[src/rtl/core/vsab_pkg.sv]
// ----------------------------------------------------------------------------
// vsab_pkg: shared constants for the vital sign alarm beeper
// Default widths, register indexes, register reset values and the buzzer
// half-period codes chosen by the alarm priority encoder.
// ----------------------------------------------------------------------------
package vsab_pkg;

	// Default build widths.
	localparam int ADC_BITS_DEF   = 12;
	localparam int TIMER_BITS_DEF = 16;

	// Configuration port shape.
	localparam int CFG_IDX_W  = 3;
	localparam int CFG_DATA_W = 16;

	// Register widths.
	localparam int PULSE_W    = 8;
	localparam int LIMIT_W    = 12;
	localparam int PERIOD_W   = 16;
	localparam int HALF_W     = 10;

	// Register indexes on the configuration port.
	localparam logic [CFG_IDX_W-1:0] REG_PULSE_ALERT_LEVEL = 3'd0;
	localparam logic [CFG_IDX_W-1:0] REG_TEMP_HIGH_COUNT   = 3'd1;
	localparam logic [CFG_IDX_W-1:0] REG_TEMP_LOW_COUNT    = 3'd2;
	localparam logic [CFG_IDX_W-1:0] REG_TEMP_PERIOD_MS    = 3'd3;
	localparam logic [CFG_IDX_W-1:0] REG_CRY_HOLD_MS       = 3'd4;

	// Register reset values.
	localparam logic [PULSE_W-1:0]  RST_PULSE_ALERT_LEVEL = 8'd100;
	localparam logic [LIMIT_W-1:0]  RST_TEMP_HIGH_COUNT   = 12'd893;
	localparam logic [LIMIT_W-1:0]  RST_TEMP_LOW_COUNT    = 12'd869;
	localparam logic [PERIOD_W-1:0] RST_TEMP_PERIOD_MS    = 16'd2000;
	localparam logic [PERIOD_W-1:0] RST_CRY_HOLD_MS       = 16'd3000;

	// Pulse mapping: base + sample * span / full scale.
	localparam logic [PULSE_W-1:0] PULSE_BASE = 8'd40;
	localparam logic [PULSE_W-1:0] PULSE_SPAN = 8'd140;

	// Buzzer half-periods in milliseconds, highest priority first.
	localparam logic [HALF_W-1:0] HALF_CRY_PULSE = 10'd80;
	localparam logic [HALF_W-1:0] HALF_PULSE     = 10'd150;
	localparam logic [HALF_W-1:0] HALF_CRY       = 10'd400;
	localparam logic [HALF_W-1:0] HALF_HOT       = 10'd1000;
	localparam logic [HALF_W-1:0] HALF_COLD      = 10'd600;
	localparam logic [HALF_W-1:0] HALF_SILENT    = 10'd0;

endpackage

[src/rtl/core/vsab_pulse_map.sv]
// ----------------------------------------------------------------------------
// vsab_pulse_map: knob sample to simulated pulse rate
// Computes base + floor(sample * span / (2^ADC_BITS - 1)) with a shift
// estimate and a single compare-and-correct step instead of a divider.
// ----------------------------------------------------------------------------
module vsab_pulse_map import vsab_pkg::*; #(
	parameter int ADC_BITS = ADC_BITS_DEF
) (
	input  logic [ADC_BITS-1:0] knob,
	output logic [PULSE_W-1:0]  pulse
);

	localparam int P_W = ADC_BITS + PULSE_W;
	localparam logic [P_W-1:0] FULL_SCALE = P_W'((1 << ADC_BITS) - 1);

	logic [P_W-1:0]     prod;
	logic [PULSE_W-1:0] est;
	logic [P_W-1:0]     est_ext;
	logic [P_W-1:0]     est_times_fs;
	logic [P_W-1:0]     rem;
	logic [PULSE_W-1:0] quot;

	// The quotient is below 2^ADC_BITS, so the shift estimate is either exact
	// or one short; the remainder tells which.
	always_comb begin
		prod         = P_W'(knob) * P_W'(PULSE_SPAN);
		est          = PULSE_W'(prod >> ADC_BITS);
		est_ext      = P_W'(est);
		est_times_fs = (est_ext << ADC_BITS) - est_ext;
		rem          = prod - est_times_fs;
		quot         = (rem >= FULL_SCALE) ? est + PULSE_W'(1) : est;
		pulse        = PULSE_BASE + quot;
	end

endmodule

[src/rtl/core/vital_sign_alarm_beeper.sv]
// ----------------------------------------------------------------------------
// vital_sign_alarm_beeper: infant monitor alarm and buzzer driver
// One input item per millisecond tick; produces the pulse reading, the alarm
// flags, the selected buzzer half-period and the buzzer pin level per tick.
// ----------------------------------------------------------------------------
// Usage:
// Each item on the s_axis channel is one millisecond tick. Its tdata carries
// the microphone comparator bit, the pulse knob sample and the temperature
// sample. Every accepted item yields exactly one result item on m_axis.
// The item is first captured in an input register. Once the output register
// is free or being emptied, the pulse mapping, the temperature and crying
// timers, the priority encoder and the buzzer toggle logic are evaluated in
// one pass, the timer state is updated and the result is loaded into the
// output register, from which it is shown on m_axis. While the receiver keeps
// m_axis_tready high, a new item can be accepted every cycle, so throughput
// is one item per clock.
// When the receiver stalls, the result waits in the output register, the
// next item is still taken into the input register, and only then does
// s_axis_tready drop until the output register is drained.
// Reset clears the pipeline valids, all timers and the state flags, and loads the
// register defaults. Configuration writes on cfg_we take effect at once and
// should only be issued while no item is in flight.
// ----------------------------------------------------------------------------
module vital_sign_alarm_beeper import vsab_pkg::*; #(
	parameter int ADC_BITS   = ADC_BITS_DEF,
	parameter int TIMER_BITS = TIMER_BITS_DEF,
	localparam int IN_W      = ((2 * ADC_BITS + 1 + 7) / 8) * 8,
	localparam int OUT_W     = 24
) (
	input  logic                  clk,
	input  logic                  arst_n,
	input  logic                  s_axis_tvalid,
	output logic                  s_axis_tready,
	// Fields from bit 0: mic_level, knob_sample, thermo_sample, zero fill.
	input  logic [IN_W-1:0]       s_axis_tdata,
	output logic                  m_axis_tvalid,
	input  logic                  m_axis_tready,
	// Fields from bit 0: pulse_value, pulse_alert, cry_alert, hot_alert,
	// cold_alert, beep_half_period, buzzer_drive, zero fill.
	output logic [OUT_W-1:0]      m_axis_tdata,
	input  logic                  cfg_we,
	input  logic [CFG_IDX_W-1:0]  cfg_idx,
	input  logic [CFG_DATA_W-1:0] cfg_data
);

	// Comparison widths wide enough for both operands.
	localparam int LIM_CMP_W = (ADC_BITS > LIMIT_W) ? ADC_BITS : LIMIT_W;
	localparam int TMR_CMP_W = (TIMER_BITS > PERIOD_W) ? TIMER_BITS : PERIOD_W;
	localparam logic [TIMER_BITS-1:0] TIMER_MAX = {TIMER_BITS{1'b1}};

	// Configuration registers.
	logic [PULSE_W-1:0]  pulse_level_q;
	logic [LIMIT_W-1:0]  temp_high_q;
	logic [LIMIT_W-1:0]  temp_low_q;
	logic [PERIOD_W-1:0] temp_period_q;
	logic [PERIOD_W-1:0] cry_hold_q;

	// Input stage.
	logic                in_valid_s1;
	logic                mic_s1;
	logic [ADC_BITS-1:0] knob_s1;
	logic [ADC_BITS-1:0] thermo_s1;

	// Tick state.
	logic [TIMER_BITS-1:0] temp_elapsed_q;
	logic [TIMER_BITS-1:0] cry_elapsed_q;
	logic [TIMER_BITS-1:0] buzz_elapsed_q;
	logic                  hot_q;
	logic                  cold_q;
	logic                  cry_q;
	logic                  buzz_q;

	// Output register.
	logic               out_valid_q;
	logic [PULSE_W-1:0] pulse_q;
	logic               pulse_alert_q;
	logic [HALF_W-1:0]  half_q;

	// Single-pass results.
	logic                  advance;
	logic [PULSE_W-1:0]    pulse;
	logic                  pulse_hi;
	logic [TIMER_BITS-1:0] temp_inc;
	logic [TIMER_BITS-1:0] cry_inc;
	logic [TIMER_BITS-1:0] buzz_inc;
	logic                  temp_due;
	logic                  hot_nx;
	logic                  cold_nx;
	logic                  cry_start;
	logic [TIMER_BITS-1:0] cry_elapsed_nx;
	logic                  cry_nx;
	logic [HALF_W-1:0]     half;
	logic                  buzz_due;
	logic [TIMER_BITS-1:0] temp_elapsed_nx;
	logic [TIMER_BITS-1:0] buzz_elapsed_nx;
	logic                  buzz_nx;

	// The input register moves on whenever the output register is free or
	// being emptied in this cycle.
	assign advance       = in_valid_s1 && (!out_valid_q || m_axis_tready);
	assign s_axis_tready = !in_valid_s1 || advance;

	vsab_pulse_map #(
		.ADC_BITS (ADC_BITS)
	) u_pulse_map (
		.knob  (knob_s1),
		.pulse (pulse)
	);

	always_comb begin
		// All elapsed counters saturate rather than wrap.
		temp_inc = temp_elapsed_q + TIMER_BITS'(temp_elapsed_q != TIMER_MAX);
		cry_inc  = cry_elapsed_q + TIMER_BITS'(cry_elapsed_q != TIMER_MAX);
		buzz_inc = buzz_elapsed_q + TIMER_BITS'(buzz_elapsed_q != TIMER_MAX);

		pulse_hi = pulse >= pulse_level_q;

		// Temperature is resampled once the period has been exceeded.
		temp_due = TMR_CMP_W'(temp_inc) > TMR_CMP_W'(temp_period_q);
		if (temp_due) begin
			hot_nx          = LIM_CMP_W'(thermo_s1) > LIM_CMP_W'(temp_high_q);
			cold_nx         = LIM_CMP_W'(thermo_s1) < LIM_CMP_W'(temp_low_q);
			temp_elapsed_nx = '0;
		end else begin
			hot_nx          = hot_q;
			cold_nx         = cold_q;
			temp_elapsed_nx = temp_inc;
		end

		// A new cry restarts the hold timer; the hold ends once it is exceeded.
		cry_start      = !mic_s1 && !cry_q;
		cry_elapsed_nx = cry_start ? '0 : cry_inc;
		cry_nx         = (cry_q || cry_start) &&
			!(TMR_CMP_W'(cry_elapsed_nx) > TMR_CMP_W'(cry_hold_q));

		// Priority encoder for the buzzer half-period.
		if (cry_nx && pulse_hi) begin
			half = HALF_CRY_PULSE;
		end else if (pulse_hi) begin
			half = HALF_PULSE;
		end else if (cry_nx) begin
			half = HALF_CRY;
		end else if (hot_nx) begin
			half = HALF_HOT;
		end else if (cold_nx) begin
			half = HALF_COLD;
		end else begin
			half = HALF_SILENT;
		end

		// Silence forces the pin low while its timer keeps running.
		buzz_due = buzz_inc >= TIMER_BITS'(half);
		if (half == HALF_SILENT) begin
			buzz_nx         = 1'b0;
			buzz_elapsed_nx = buzz_inc;
		end else if (buzz_due) begin
			buzz_nx         = !buzz_q;
			buzz_elapsed_nx = '0;
		end else begin
			buzz_nx         = buzz_q;
			buzz_elapsed_nx = buzz_inc;
		end
	end

	// Configuration registers.
	always_ff @(posedge clk or negedge arst_n) begin
		if (!arst_n) begin
			pulse_level_q <= RST_PULSE_ALERT_LEVEL;
			temp_high_q   <= RST_TEMP_HIGH_COUNT;
			temp_low_q    <= RST_TEMP_LOW_COUNT;
			temp_period_q <= RST_TEMP_PERIOD_MS;
			cry_hold_q    <= RST_CRY_HOLD_MS;
		end else if (cfg_we) begin
			case (cfg_idx)
				REG_PULSE_ALERT_LEVEL: pulse_level_q <= cfg_data[PULSE_W-1:0];
				REG_TEMP_HIGH_COUNT:   temp_high_q   <= cfg_data[LIMIT_W-1:0];
				REG_TEMP_LOW_COUNT:    temp_low_q    <= cfg_data[LIMIT_W-1:0];
				REG_TEMP_PERIOD_MS:    temp_period_q <= cfg_data[PERIOD_W-1:0];
				REG_CRY_HOLD_MS:       cry_hold_q    <= cfg_data[PERIOD_W-1:0];
				default: begin
				end
			endcase
		end
	end

	// Input stage valid.
	always_ff @(posedge clk or negedge arst_n) begin
		if (!arst_n) begin
			in_valid_s1 <= 1'b0;
		end else if (s_axis_tready) begin
			in_valid_s1 <= s_axis_tvalid;
		end
	end

	// Input stage payload.
	always_ff @(posedge clk) begin
		if (s_axis_tvalid && s_axis_tready) begin
			mic_s1    <= s_axis_tdata[0];
			knob_s1   <= s_axis_tdata[ADC_BITS:1];
			thermo_s1 <= s_axis_tdata[2*ADC_BITS:ADC_BITS+1];
		end
	end

	// Tick state and output valid.
	always_ff @(posedge clk or negedge arst_n) begin
		if (!arst_n) begin
			temp_elapsed_q <= '0;
			cry_elapsed_q  <= '0;
			buzz_elapsed_q <= '0;
			hot_q          <= 1'b0;
			cold_q         <= 1'b0;
			cry_q          <= 1'b0;
			buzz_q         <= 1'b0;
			out_valid_q    <= 1'b0;
		end else begin
			if (advance) begin
				temp_elapsed_q <= temp_elapsed_nx;
				cry_elapsed_q  <= cry_elapsed_nx;
				buzz_elapsed_q <= buzz_elapsed_nx;
				hot_q          <= hot_nx;
				cold_q         <= cold_nx;
				cry_q          <= cry_nx;
				buzz_q         <= buzz_nx;
			end
			if (advance) begin
				out_valid_q <= 1'b1;
			end else if (m_axis_tready) begin
				out_valid_q <= 1'b0;
			end
		end
	end

	// Result payload; the cry, hot and cold flags and the buzzer level come straight
	// from the state flops, which change only when a new result is loaded.
	always_ff @(posedge clk) begin
		if (advance) begin
			pulse_q       <= pulse;
			pulse_alert_q <= pulse_hi;
			half_q        <= half;
		end
	end

	assign m_axis_tvalid = out_valid_q;
	assign m_axis_tdata  = {1'b0, buzz_q, half_q, cold_q, hot_q, cry_q,
		pulse_alert_q, pulse_q};

endmodule
[config.mk]
export PLATFORM = sky130hd
export DESIGN_NAME = vital_sign_alarm_beeper
export DESIGN_NICKNAME = d
export VERILOG_FILES = /design/src/rtl/core/vsab_pkg.sv /design/src/rtl/core/vsab_pulse_map.sv /design/src/rtl/core/vital_sign_alarm_beeper.sv
export SDC_FILE = /design/constraint.sdc
export NUM_CORES = 1
export LEC_CHECK = 0
export BUFFER_PORTS_ARGS = -buffer_cell sky130_fd_sc_hd__buf_2
export CAP_MARGIN = 20
export CORE_MARGIN = 2
export CORE_UTILIZATION = 40
export DETAILED_ROUTE_END_ITERATION = 12
export PLACE_DENSITY = 0.66
export SLEW_MARGIN = 5
export SYNTH_ARGS = -nofsm -noshare
export SYNTH_HDL_FRONTEND = slang
export SYNTH_SLANG_ARGS = --single-unit
[constraint.sdc]
create_clock -name clk -period 10.35 [get_ports clk]
set_input_delay 2.07 -clock clk [delete_from_list [all_inputs] [get_ports clk]]
set_output_delay 2.07 -clock clk [all_outputs]
set_load 0.01 [all_outputs]
# Yosys cells after proc, flatten, opt, wreduce, memory -nomap -nowiden
# Index checks and enable logic that the tools add are counted.
dict set report word_totals {
  register_bits 162
  inputBits 56
  output_inout_bits 26
}
dict set report op_classes {
  add_sub_neg 7
  multipliers 1
  order_cmp 7
  eq_ne 7
  mux 16
  n_reduce_logical 24
}
# cell count
set op_table {}
lappend op_table {{2-to-1 mux 16 bit} 4}
lappend op_table {{2-to-1 mux 10 bit} 5}
lappend op_table {{adder 16 x 1 -> 16 bit} 3}
lappend op_table {{!= test 16 bit, second input constant} 3}
lappend op_table {{> comparator 16 bit} 2}
lappend op_table {{greater-or-equal comparator 20 x 12 -> 1 bit, second input constant} 1}
lappend op_table {{subtractor 20 bit} 1}
lappend op_table {{subtractor 20 x 8 -> 20 bit} 1}
lappend op_table {{multiplier 12 x 6 -> 18 bit, second input constant} 1}
lappend op_table {{greater-or-equal comparator 16 x 10 -> 1 bit} 1}
lappend op_table {{> comparator 12 bit} 1}
lappend op_table {{< comparator 12 bit} 1}
lappend op_table {{AND reduction 2 bit} 6}
lappend op_table {{logical NOT 10 bit} 1}
lappend op_table {{adder 6 x 8 -> 8 bit, first input constant} 1}
lappend op_table {{adder 8 x 1 -> 8 bit, second input constant} 1}
lappend op_table {{greater-or-equal comparator 8 bit} 1}
lappend op_table {{2-to-1 mux 8 bit} 1}
lappend op_table {{== test 3 x 2 -> 1 bit, second input constant} 2}
lappend op_table {{logical NOT 1 bit} 6}
lappend op_table {{2-to-1 mux 1 bit} 6}
lappend op_table {{logical AND 1 bit} 5}
lappend op_table {{nonzero test 2 bit} 2}
lappend op_table {{== test 3 x 1 -> 1 bit, second input constant} 1}
lappend op_table {{other kinds (3)} 5}

# Depth between registers and ports, before layout
# Gate-level depths: netlist of the first run.
dict set report depth {
  ltp_word 12
  depth_mapped 47
  ltp_nobuf 44
}

# By module
# Synthesis of the first run repeated with hierarchy kept, for this count alone.
dict set report hier_totals {
  hier_cells 1170
  hier_area_um2 10981.8
}
# module instances cells_each area_each_um2 seq_area_each_um2
set modules_own_cells {}
lappend modules_own_cells {vital_sign_alarm_beeper 1 885 8713.4 4221.5}
lappend modules_own_cells {vsab_pulse_map 1 285 2268.4 0.0}

# Least setup slack after synthesis of the first run
# No wires, ideal clock.
dict set report synth_path {
  kind {register -> register}
  start {reg knob_s1[11]}
  end {reg buzz_elapsed_q[10]}
  setup_ns 0.155
  arrival_time_ns 9.195
  required_ns 10.195
  path_slack_ns 1.000
  path_stages_with_launch 47
  path_buffers 3
  path_cell_list {edfxtp_1 ha_1 ha_1 inv_1 fa_1 inv_1 ha_1 clkbuf_1 or4b_4 and2_1 a21oi_2 xor2_1 or2_2 nand2_1 ha_1 clkbuf_1 a21o_1 a311o_1 [11 not listed] a21o_1 a21o_1 a21o_1 a21oi_1 nand2b_1 inv_1 ha_1 nand2b_1 a21boi_0 o21a_1 o21a_1 o21a_1 o21a_1 o2111ai_1 and2_1 clkbuf_1 a2111oi_2 nor3_1}
}
dict set report synth_between {
  elab_chain_len 12
}
# element line_no
set synth_lines {}
lappend synth_lines {{start, declared} vital_sign_alarm_beeper.sv:61} ;# logic [ADC_BITS-1:0] knob_s1;
lappend synth_lines {{start signal, assigned} vital_sign_alarm_beeper.sv:199} ;# knob_s1 <= s_axis_tdata[ADC_BITS:1];
lappend synth_lines {{multiplier 12 x 6 -> 18 bit *} vsab_pulse_map.sv:26} ;# prod = P_W'(knob) * P_W'(PULSE_SPAN);
lappend synth_lines {{subtractor 20 x 8 -> 20 bit} vsab_pulse_map.sv:29} ;# est_times_fs = (est_ext << ADC_BITS) - est_ext;
lappend synth_lines {{subtractor 20 bit} vsab_pulse_map.sv:30} ;# rem = prod - est_times_fs;
lappend synth_lines {{greater-or-equal comparator 20 x 12 -> 1 bit} vsab_pulse_map.sv:31} ;# quot = (rem >= FULL_SCALE) ? est + PULSE_W'(1) : est;
lappend synth_lines {{2-to-1 mux 8 bit *} vsab_pulse_map.sv:31}
lappend synth_lines {{adder 6 x 8 -> 8 bit *} vsab_pulse_map.sv:32} ;# pulse = PULSE_BASE + quot;
lappend synth_lines {{greater-or-equal comparator 8 bit *} vital_sign_alarm_beeper.sv:116} ;# pulse_hi = pulse >= pulse_level_q;
lappend synth_lines {{2-to-1 mux 10 bit / logical AND 1 bit (equally long branches)} {vital_sign_alarm_beeper.sv:139, vital_sign_alarm_beeper.sv:137}}
lappend synth_lines {{2-to-1 mux 10 bit *} vital_sign_alarm_beeper.sv:137} ;# if (cry_nx && pulse_hi) begin
lappend synth_lines {{named net half[1]} vital_sign_alarm_beeper.sv:92} ;# logic [HALF_W-1:0] half;
lappend synth_lines {{greater-or-equal comparator 16 x 10 -> 1 bit} vital_sign_alarm_beeper.sv:152} ;# buzz_due = buzz_inc >= TIMER_BITS'(half);
lappend synth_lines {{2-to-1 mux 16 bit} vital_sign_alarm_beeper.sv:156} ;# end else if (buzz_due) begin
lappend synth_lines {{2-to-1 mux 16 bit *} vital_sign_alarm_beeper.sv:153} ;# if (half == HALF_SILENT) begin
lappend synth_lines {{end signal, assigned} vital_sign_alarm_beeper.sv:219} ;# buzz_elapsed_q <= buzz_elapsed_nx;
lappend synth_lines {{end, declared} vital_sign_alarm_beeper.sv:67} ;# logic [TIMER_BITS-1:0] buzz_elapsed_q;
# The timed path passes the listed nets; every way through them passes the cells marked *.
# A chain may end at the register's enable or synchronous reset.

# Final worst setup path of the first run
dict set report layout_path {
  start {reg knob_s1[10]}
  end {reg buzz_elapsed_q[3]}
}
dict set report layout_between {
  elab_chain_len 12
}
# element line_no
set layout_lines {}
lappend layout_lines {{multiplier 12 x 6 -> 18 bit *} vsab_pulse_map.sv:26}
lappend layout_lines {{subtractor 20 x 8 -> 20 bit} vsab_pulse_map.sv:29}
lappend layout_lines {{subtractor 20 bit} vsab_pulse_map.sv:30}
lappend layout_lines {{greater-or-equal comparator 20 x 12 -> 1 bit} vsab_pulse_map.sv:31}
lappend layout_lines {{2-to-1 mux 8 bit *} vsab_pulse_map.sv:31}
lappend layout_lines {{adder 6 x 8 -> 8 bit *} vsab_pulse_map.sv:32}
lappend layout_lines {{named net pulse[1]} vital_sign_alarm_beeper.sv:81} ;# logic [PULSE_W-1:0] pulse;
lappend layout_lines {{greater-or-equal comparator 8 bit *} vital_sign_alarm_beeper.sv:116}
lappend layout_lines {{2-to-1 mux 10 bit / logical AND 1 bit (equally long branches)} {vital_sign_alarm_beeper.sv:139, vital_sign_alarm_beeper.sv:137}}
lappend layout_lines {{2-to-1 mux 10 bit *} vital_sign_alarm_beeper.sv:137}
lappend layout_lines {{greater-or-equal comparator 16 x 10 -> 1 bit} vital_sign_alarm_beeper.sv:152}
lappend layout_lines {{2-to-1 mux 16 bit} vital_sign_alarm_beeper.sv:156}
lappend layout_lines {{2-to-1 mux 16 bit *} vital_sign_alarm_beeper.sv:153}
# Marked as above.

==> results of run 1 <==
cell type report:
cell class | count | area (um^2)
clock inverter | 15 | 159
sequential | 159 | 4220
multi-input combinational | 864 | 6120
timing repair buffer | 103 | 596
inverter | 116 | 435
clock buffer | 17 | 425
tap | 341 | 427
fill | 2545 | 14500
logic make-up (layout without fill, tap and decap cells):
logic type,count (synthesis),count (layout),synth area share [%]
compound gates,243,243,14.6
xor+xnor,68,68,5.47
fa+ha+maj,139,139,16.5
buf+inv,160,251,5.83
flops,159,159,38.7
mux,24,24,2.49
other cells,1,2,0.0344
simple gates,388,388,16.4
worst paths after layout:
path,cells past startpoint,slack (ps),end
worst min-delay path,1,490,m_axis_tvalid
worst min register to register,1,490,m_axis_tvalid
worst max register to register,46,670,buzz_elapsed_q[3]
max in group asynchronous,2,7340,cry_hold_q[6]
min in group asynchronous,1,1670,temp_elapsed_q[12]
worst max-delay path,46,670,buzz_elapsed_q[3]
stage by stage:
stage / cell area, um^2 / util [%] / std cells / power, mW
after detailed placement: 11700 / 43.6 / 1582 / 2.50
final: 12400 / 46.1 / 1615 / 3.18
after floorplan: 10900 / - / 1183 / 2.04
after CTS: 12300 / 45.8 / 1614 / 3.14
after global routing: 12400 / 46.1 / 1615 / 3.44
after global placement: 11700 / 43.6 / 1582 / 2.45
cell usage after synthesis, types with 9 or more instances:
master,count,area [um^2]
nand2_1,173,649
ha_1,131,1640
inv_1,115,432
dfrtp_1,88,2200
o21ai_0,87,435
nor2_1,59,221
nand3_1,45,225
xnor2_1,42,368
edfxtp_1,41,1230
a21o_1,35,263
a21oi_1,35,175
clkbuf_1,34,128
dfstp_2,30,788
nor3_1,26,130
xor2_1,26,228
mux2_2,21,236
o21a_1,18,135
nand4_1,17,106
nand2b_1,14,87.6
nor2b_1,11,68.8
and3_1,10,62.6
a31oi_1,9,56.3
buf_4,9,67.6
cells in the final DEF, fill, tap and decap left out, drive strengths merged, types with 35 or more instances in the layout:
master,synthesis,final
o21ai,87,87
edfxtp,41,41
nand3,45,45
dfrtp,88,88
ha,131,131
buf,10,103
nor2,59,59
nand2,174,174
inv,116,122
xnor2,42,42
a21o,35,35
a21oi,37,37
repair_timing:
action,CTS,global route
setup endpoints to repair,0,16
buffers inserted,0,1
gates resized for setup,0,14
power groups by stage:
stage | clock, mW | combinational (mW) | sequential (mW)
after floorplan | 0 | 1.15 | 0.884
after global placement | 0 | 1.56 | 0.895
after detailed placement | 0 | 1.60 | 0.899
after CTS | 0.644 | 1.61 | 0.888
after global routing | 0.675 | 1.87 | 0.902
final | 0.634 | 1.65 | 0.889
routing by layer:
metal  wire length [um]  up-vias
met5                  0        -
met4                309        0
met3                843       26
met2              11700      144
met1              11400     4030
li1                   -     4250
sequential cells by signal (all words and copies together), names as in the netlist, 8 cells and up:
| name | flops |
|---|---|
| buzz_elapsed_q | 16 |
| temp_period_q | 16 |
| cry_hold_q | 16 |
| pulse_q | 8 |
| temp_high_q | 12 |
| temp_low_q | 12 |
| temp_elapsed_q | 16 |
| knob_s1 | 12 |
| pulse_level_q | 8 |
| cry_elapsed_q | 16 |
| thermo_s1 | 12 |
==> flow_summary.toml, run 1 <==
[run_status]
status = "complete, no violations"

[finish]
nets = 1456
areaGrowthSynthToFinish_pct = 13.6
diodes = 0
final_layout_size_suffix_gt1_share_pct = 16.2

[setup_path]
path_buf_inv = 9
cp-end-kind = "flop"
setup.worst_path.start = "knob_s1[10]"
path_max_fanout = 9
cp_slowest_cell = "fa_1"
critPathLaunchType = "flop"
path_delay_family = "compound AO/OA/AOI/OAI gates"
crit_arrival_ps = 10020
max_stage_delay_ps = 540
cp_common_cell = "ha_1"
critical_path_required_ps = 10690
worstSetupPathType = "reg2reg"
timing.rr.start = "knob_s1[10]"

[grt]
antenna_found_initial = 0
grt_pass1_vias = 8206
grtUsageMet1_pct = 23.2
grtUsageMet2_pct = 30.3
grt_use_met3_pct = 2.57
gr-max-usage-layer = "met2"
grt_use_total_pct = 17.5
gr-total-overflow = 0
grt_max_degree = 70
grt_pass1_wl_mm = 40.4

[logic_synthesis]
syn_inst = 1182
avgSynthCellArea_um2 = 9.22
async_flop_share_pct = 74.2
synth-seq-cells = 159
yosysUniqueCellTypes = 69
seq_area_frac_synth_pct = 38.7
synthFlopType = "dfrtp_1"
yosys_warnings = 0
synth_edf_count = 41
synth_area_mm2 = 0.0109

[run]
maxCapViolCount = 0

[sta]
final_max_slew_viol_count = 0
fin_ws_ps = 672
relSlewSlack_pct = 24.2
finalCritPeriodShare_pct = 93.5
fmax_mhz = 103
tightest_slew_ps = 1130
post-route-min-period_ps = 9680
setup_tns_ps = 0
final-setup-viol-count = 0
finalHoldWorstSlack_ps = 495
rsz0062_at_grt = "no"
hold_violations = 0
fin_skew_ps = 15.8

[floorplanning]
coreArea_mm2 = 0.0269
fp-row-count = 60
ios = 82
die_w_um = 169
die_y_um = 169
design.die.area_mm2 = 0.0286
start_util_pct = 40.5

[power_and_ir_drop]
power_frac_seq_pct = 28.0
intPower_mw = 1.91
p_leak_nw = 5.79
p_clk_share_pct = 19.9
ir_drop_v = 0.000171
p_per_area_mw_per_mm2 = 257
swShare_pct = 39.8
p_sw_mw = 1.26
pwr-share-comb_pct = 52.1

[worst_hold_path]
min-delay-start = "in_valid_s1"
hold_class = "reg2reg"

[clocking]
cts_made_buffers = 17
clk_pin_slew_ps = 70
cts.hold.buffers_added = 0
htree_levels = 4
clkLatencyLatePin_ps = 430
cts_tree = "done"
clk_path_buf_depth = 2
root_buffer = "clkbuf_16"
clock_sinks = 159

[detailed_routing]
drtAntennaViolNets = 0
drcViolationCount = 0
first_pass_iters = 4
wl_per_cell_um = 15.0
routed_wl_mm = 24.3
drt-vias-per-instance = 5.23
drt-initial-drc-count = 492
vias = 8450

[place]
pre_cts_slack_ps = 148
hpwl_mm = 18.0
gp_congestion = 0.884
io_buffers = 72
(Power assumes the default switching activity.)
==> inputs of run 2 (changes only) <==
==> constraint.sdc (replaced) <==
create_clock -name clk -period 11.8 [get_ports clk]
set_input_delay 2.36 -clock clk [delete_from_list [all_inputs] [get_ports clk]]
set_output_delay 2.36 -clock clk [all_outputs]
set_load 0.01 [all_outputs]
==> flow_summary.toml, run 2 (synthesis results as in run 1) <==
[setup_path]
cp_common_cell = "a21o_1"
cp-end-kind = "flop"
path_max_fanout = 13
worstSetupPathType = "reg2reg"
crit_arrival_ps = 11060
max_stage_delay_ps = 640
critical_path_required_ps = 12140
cp_slowest_cell = "xor2_1"
critPathLaunchType = "flop"

[grt]
grt_use_total_pct = 17.6
antenna_found_initial = 0
grt_pass1_wl_mm = 40.5
gr-total-overflow = 0
grt_max_degree = 68
grt_pass1_vias = 8292

[clocking]
cts_made_buffers = 17
root_buffer = "clkbuf_16"
clk_path_buf_depth = 2
cts.hold.buffers_added = 0
cts_resized = 0
cts_tree = "done"
clk_pin_slew_ps = 70
clock_sinks = 159
htree_levels = 4
cts_setup_buffers = 0
clkLatencyLatePin_ps = 440

[place]
gp_congestion = 0.864
pre_cts_slack_ps = 1140
io_buffers = 72
hpwl_mm = 17.9

[power_and_ir_drop]
p_clk_share_pct = 21.9
p_sw_mw = 1.07
swShare_pct = 39.7
p_leak_nw = 5.70
intPower_mw = 1.63
p_per_area_mw_per_mm2 = 221
ir_drop_v = 0.000156
pwr-share-comb_pct = 49.2
power_frac_seq_pct = 28.8

[sta]
finalHoldWorstSlack_ps = 497
fin_ws_ps = 1080
final-setup-viol-count = 0
tightest_slew_ps = 1030
relSlewSlack_pct = 31.6
post-route-min-period_ps = 10720
hold_violations = 0
setup_tns_ps = 0
final_max_slew_viol_count = 0
fin_skew_ps = 14.7
fmax_mhz = 93.3
rsz0062_at_grt = "no"
finalCritPeriodShare_pct = 90.8

[detailed_routing]
drt-vias-per-instance = 5.25
drtAntennaViolNets = 0
drt-initial-drc-count = 513
wl_per_cell_um = 15.1
vias = 8372
first_pass_iters = 5
routed_wl_mm = 24.1
drcViolationCount = 0

[finish]
areaGrowthSynthToFinish_pct = 12.1
layout_commonest_cell = "nand2_1"
multi_input_area_mm2 = 0.00605
fillerInstances = 2597
final_layout_size_suffix_gt1_share_pct = 14.2
nets = 1437
diodes = 0
seq_area_mm2 = 0.00422
most-common-layout-cells = "nand2_1, ha_1, inv_1"

[floorplanning]
coreArea_mm2 = 0.0269
die_w_um = 169
start_util_pct = 40.5
die_y_um = 169
fp-row-count = 60
design.die.area_mm2 = 0.0286
ios = 82

[run_status]
status = "complete, no violations"

[worst_hold_path]
hold_class = "reg2reg"

[run]
maxCapViolCount = 0
run 2: power groups by stage:
stage / Sequential, mW / Clock [mW] / Combinational, mW
finish: 0.778 / 0.591 / 1.33
global route: 0.791 / 0.627 / 1.50
CTS: 0.779 / 0.603 / 1.33
detailed placement: 0.787 / 0 / 1.32
global placement: 0.784 / 0 / 1.28
floorplan: 0.776 / 0 / 1.01
run 2: path summary, 6_finish.rpt:
path / slack (ps) / end / cells after the start / startpoint
max in group asynchronous: 8520 / pulse_level_q[3] / 2 / arst_n
min in group asynchronous: 1940 / temp_elapsed_q[12] / 1 / arst_n
hold reg to reg: 500 / m_axis_tvalid / 1 / in_valid_s1
setup reg to reg: 1080 / buzz_elapsed_q[2] / 45 / knob_s1[10]
setup / recovery: 1080 / buzz_elapsed_q[2] / 45 / knob_s1[10]
hold / removal: 500 / m_axis_tvalid / 1 / in_valid_s1
run 2: worst max-delay path, delay by kind of cell, from the launching register on:
kind / cells / cell delay (ps)
simple gates: 11 / 2270
fa+ha+maj: 7 / 2540
compound gates: 21 / 4030
buf+inv: 5 / 650
flops: 1 / 460
xor+xnor: 1 / 640
run 2: through the flow:
stage | instances | total power [mW] | utilization [%] | cell area (um^2)
final | 1596 | 2.70 | 45.5 | 12200
after CTS | 1595 | 2.71 | 45.4 | 12200
after floorplan | 1183 | 1.79 | - | 10900
after detailed placement | 1563 | 2.11 | 43.1 | 11600
after global routing | 1596 | 2.92 | 45.5 | 12200
after global placement | 1563 | 2.07 | 43.1 | 11600
run 2: layer usage:
layer | global-route usage (%) | vias to the layer above | share of wire, %
li1 | - | 4214 | -
met1 | 23.1 | 3983 | 47
met2 | 30.2 | 153 | 48
met3 | 2.76 | 22 | 4.0
met4 | 5.09 | 0 | 1.3
met5 | 0 | - | 0
run 2: area by class of cell:
type	count	share of cell area (%)
clock inverters	11	1.24
inverters	116	3.56
clock buffers	21	3.94
repair buffers	84	3.71
well taps	341	3.49
flip-flops and latches	159	34.6
multi-input cells	864	49.5
==> inputs of run 3 (changes only) <==
--- a/config.mk
+++ b/config.mk
@@ -5,7 +5,7 @@
 export SDC_FILE = /design/constraint.sdc
 export NUM_CORES = 1
 export LEC_CHECK = 0
-export BUFFER_PORTS_ARGS = -buffer_cell sky130_fd_sc_hd__buf_2
+export BUFFER_PORTS_ARGS = -buffer_cell sky130_fd_sc_hd__clkbuf_2
 export CAP_MARGIN = 20
 export CORE_MARGIN = 2
 export CORE_UTILIZATION = 40
==> flow_summary.toml, run 3 (synthesis results as in run 1) <==
[setup_path]
critical_path_required_ps = 12140
critPathLaunchType = "flop"
crit_arrival_ps = 11040
timing.rr.start = "knob_s1[10]"
path_max_fanout = 13
path_delay_family = "compound AO/OA/AOI/OAI gates"
timing.rr.end = "buzz_elapsed_q[3]"
rr_worst_depth = 45
path_buf_inv = 5
crit_end = "buzz_elapsed_q[3]"
setup.worst_path.start = "knob_s1[10]"
critical_path_depth = 45
cp-end-kind = "flop"
cp_slowest_cell = "xor2_1"
cp_common_cell = "a21o_1"
worstSetupPathType = "reg2reg"
max_stage_delay_ps = 630
r2r_slack_ps = 1100

[sta]
fmax_mhz = 93.4
final-setup-viol-count = 0
rsz0062_at_grt = "no"
tightest_slew_ps = 960
fin_ws_ps = 1100
fin_skew_ps = 13.3
final_max_slew_viol_count = 0
relSlewSlack_pct = 36.0
finalCritPeriodShare_pct = 90.7
hold_violations = 0
post-route-min-period_ps = 10700
finalHoldWorstSlack_ps = 502
setup_tns_ps = 0

[detailed_routing]
drt-initial-drc-count = 450
drtAntennaViolNets = 0
first_pass_iters = 5
drcViolationCount = 0
vias = 8377
routed_wl_mm = 24.0
drt-vias-per-instance = 5.25
wl_per_cell_um = 15.1

[clocking]
clkLatencyLatePin_ps = 430
cts_tree = "done"
clk_path_buf_depth = 2
cts_made_buffers = 17
root_buffer = "clkbuf_16"
clk_pin_slew_ps = 70
cts_resized = 0
htree_levels = 4
clock_sinks = 159
cts.hold.buffers_added = 0
cts_setup_buffers = 0

[grt]
grt_pass1_vias = 8147
antenna_found_initial = 0
grt_pass1_wl_mm = 40.2
gr-total-overflow = 0
grt_use_total_pct = 17.4
grt_max_degree = 75

[finish]
diodes = 0
final_layout_size_suffix_gt1_share_pct = 14.4
fillerInstances = 2551
nets = 1438
layout_commonest_cell = "nand2_1"
final_util_pct = 45.5
finalNonFillerCells = 1597
areaGrowthSynthToFinish_pct = 12.1
most-common-layout-cells = "nand2_1, ha_1, inv_1"
postLayoutCellArea_mm2 = 0.0122

[power_and_ir_drop]
p_leak_nw = 5.71
design_power_total_mw = 2.70
p_per_area_mw_per_mm2 = 221
ir_drop_v = 0.000175

[floorplanning]
fp-row-count = 60
coreArea_mm2 = 0.0269
start_util_pct = 40.5
design.die.area_mm2 = 0.0286
die_y_um = 169
die_w_um = 169
ios = 82

[place]
dpl_cell_area_mm2 = 0.0116
pre_cts_slack_ps = 1200
io_buffers = 72
hpwl_mm = 17.9
gp_congestion = 0.865
dp.cells = 1565

[worst_hold_path]
hold_class = "reg2reg"

[run]
maxCapViolCount = 0

[run_status]
status = "complete, no violations"
-- run 3: worst min path at each step --
stage                  startpoint  depth (start not counted)            end  slack [ps]
global route        temp_low_q[5]                          2  temp_low_q[5]         530
CTS                   in_valid_s1                          1  m_axis_tvalid         510
detailed placement    in_valid_s1                          1  m_axis_tvalid         490
finish                in_valid_s1                          1  m_axis_tvalid         500
global placement      in_valid_s1                          1  m_axis_tvalid         470
floorplan             in_valid_s1                          1  m_axis_tvalid         460
-- run 3: layout make-up --
class	count	area, um^2	share of cell area (%)
Clock buffer	18	450	3.69
Timing Repair Buffer	85	460	3.77
Sequential cell	159	4220	34.6
Tap cell	341	427	3.49
Inverter	116	435	3.56
Clock inverter	14	175	1.43
Multi-Input combinational cell	864	6050	49.5
-- run 3: report_power, final --
group / leakage, nW / internal, mW / switching [mW]
Clock: 0.300 / 0.349 / 0.244
Sequential: 1.84 / 0.712 / 0.0670
Combinational: 3.57 / 0.554 / 0.771
-- run 3: routing by layer --
metal | GRT usage [%] | wire length [um] | vias to the layer above
met4 | 4.50 | 367 | 0
met2 | 30.3 | 11500 | 154
met1 | 22.7 | 11200 | 3984
li1 | - | - | 4214
met3 | 2.76 | 883 | 25
met5 | 0 | 0 | -
-- run 3: worst register-to-register path: cells and delay by family (launching register included) --
| kind | cells | cell delay [ps] |
|---|---|---|
| fa+ha+maj | 7 | 2580 |
| simple gates | 10 | 2200 |
| flops | 1 | 470 |
| buf+inv | 5 | 630 |
| xor+xnor | 2 | 1070 |
| compound gates | 21 | 3680 |
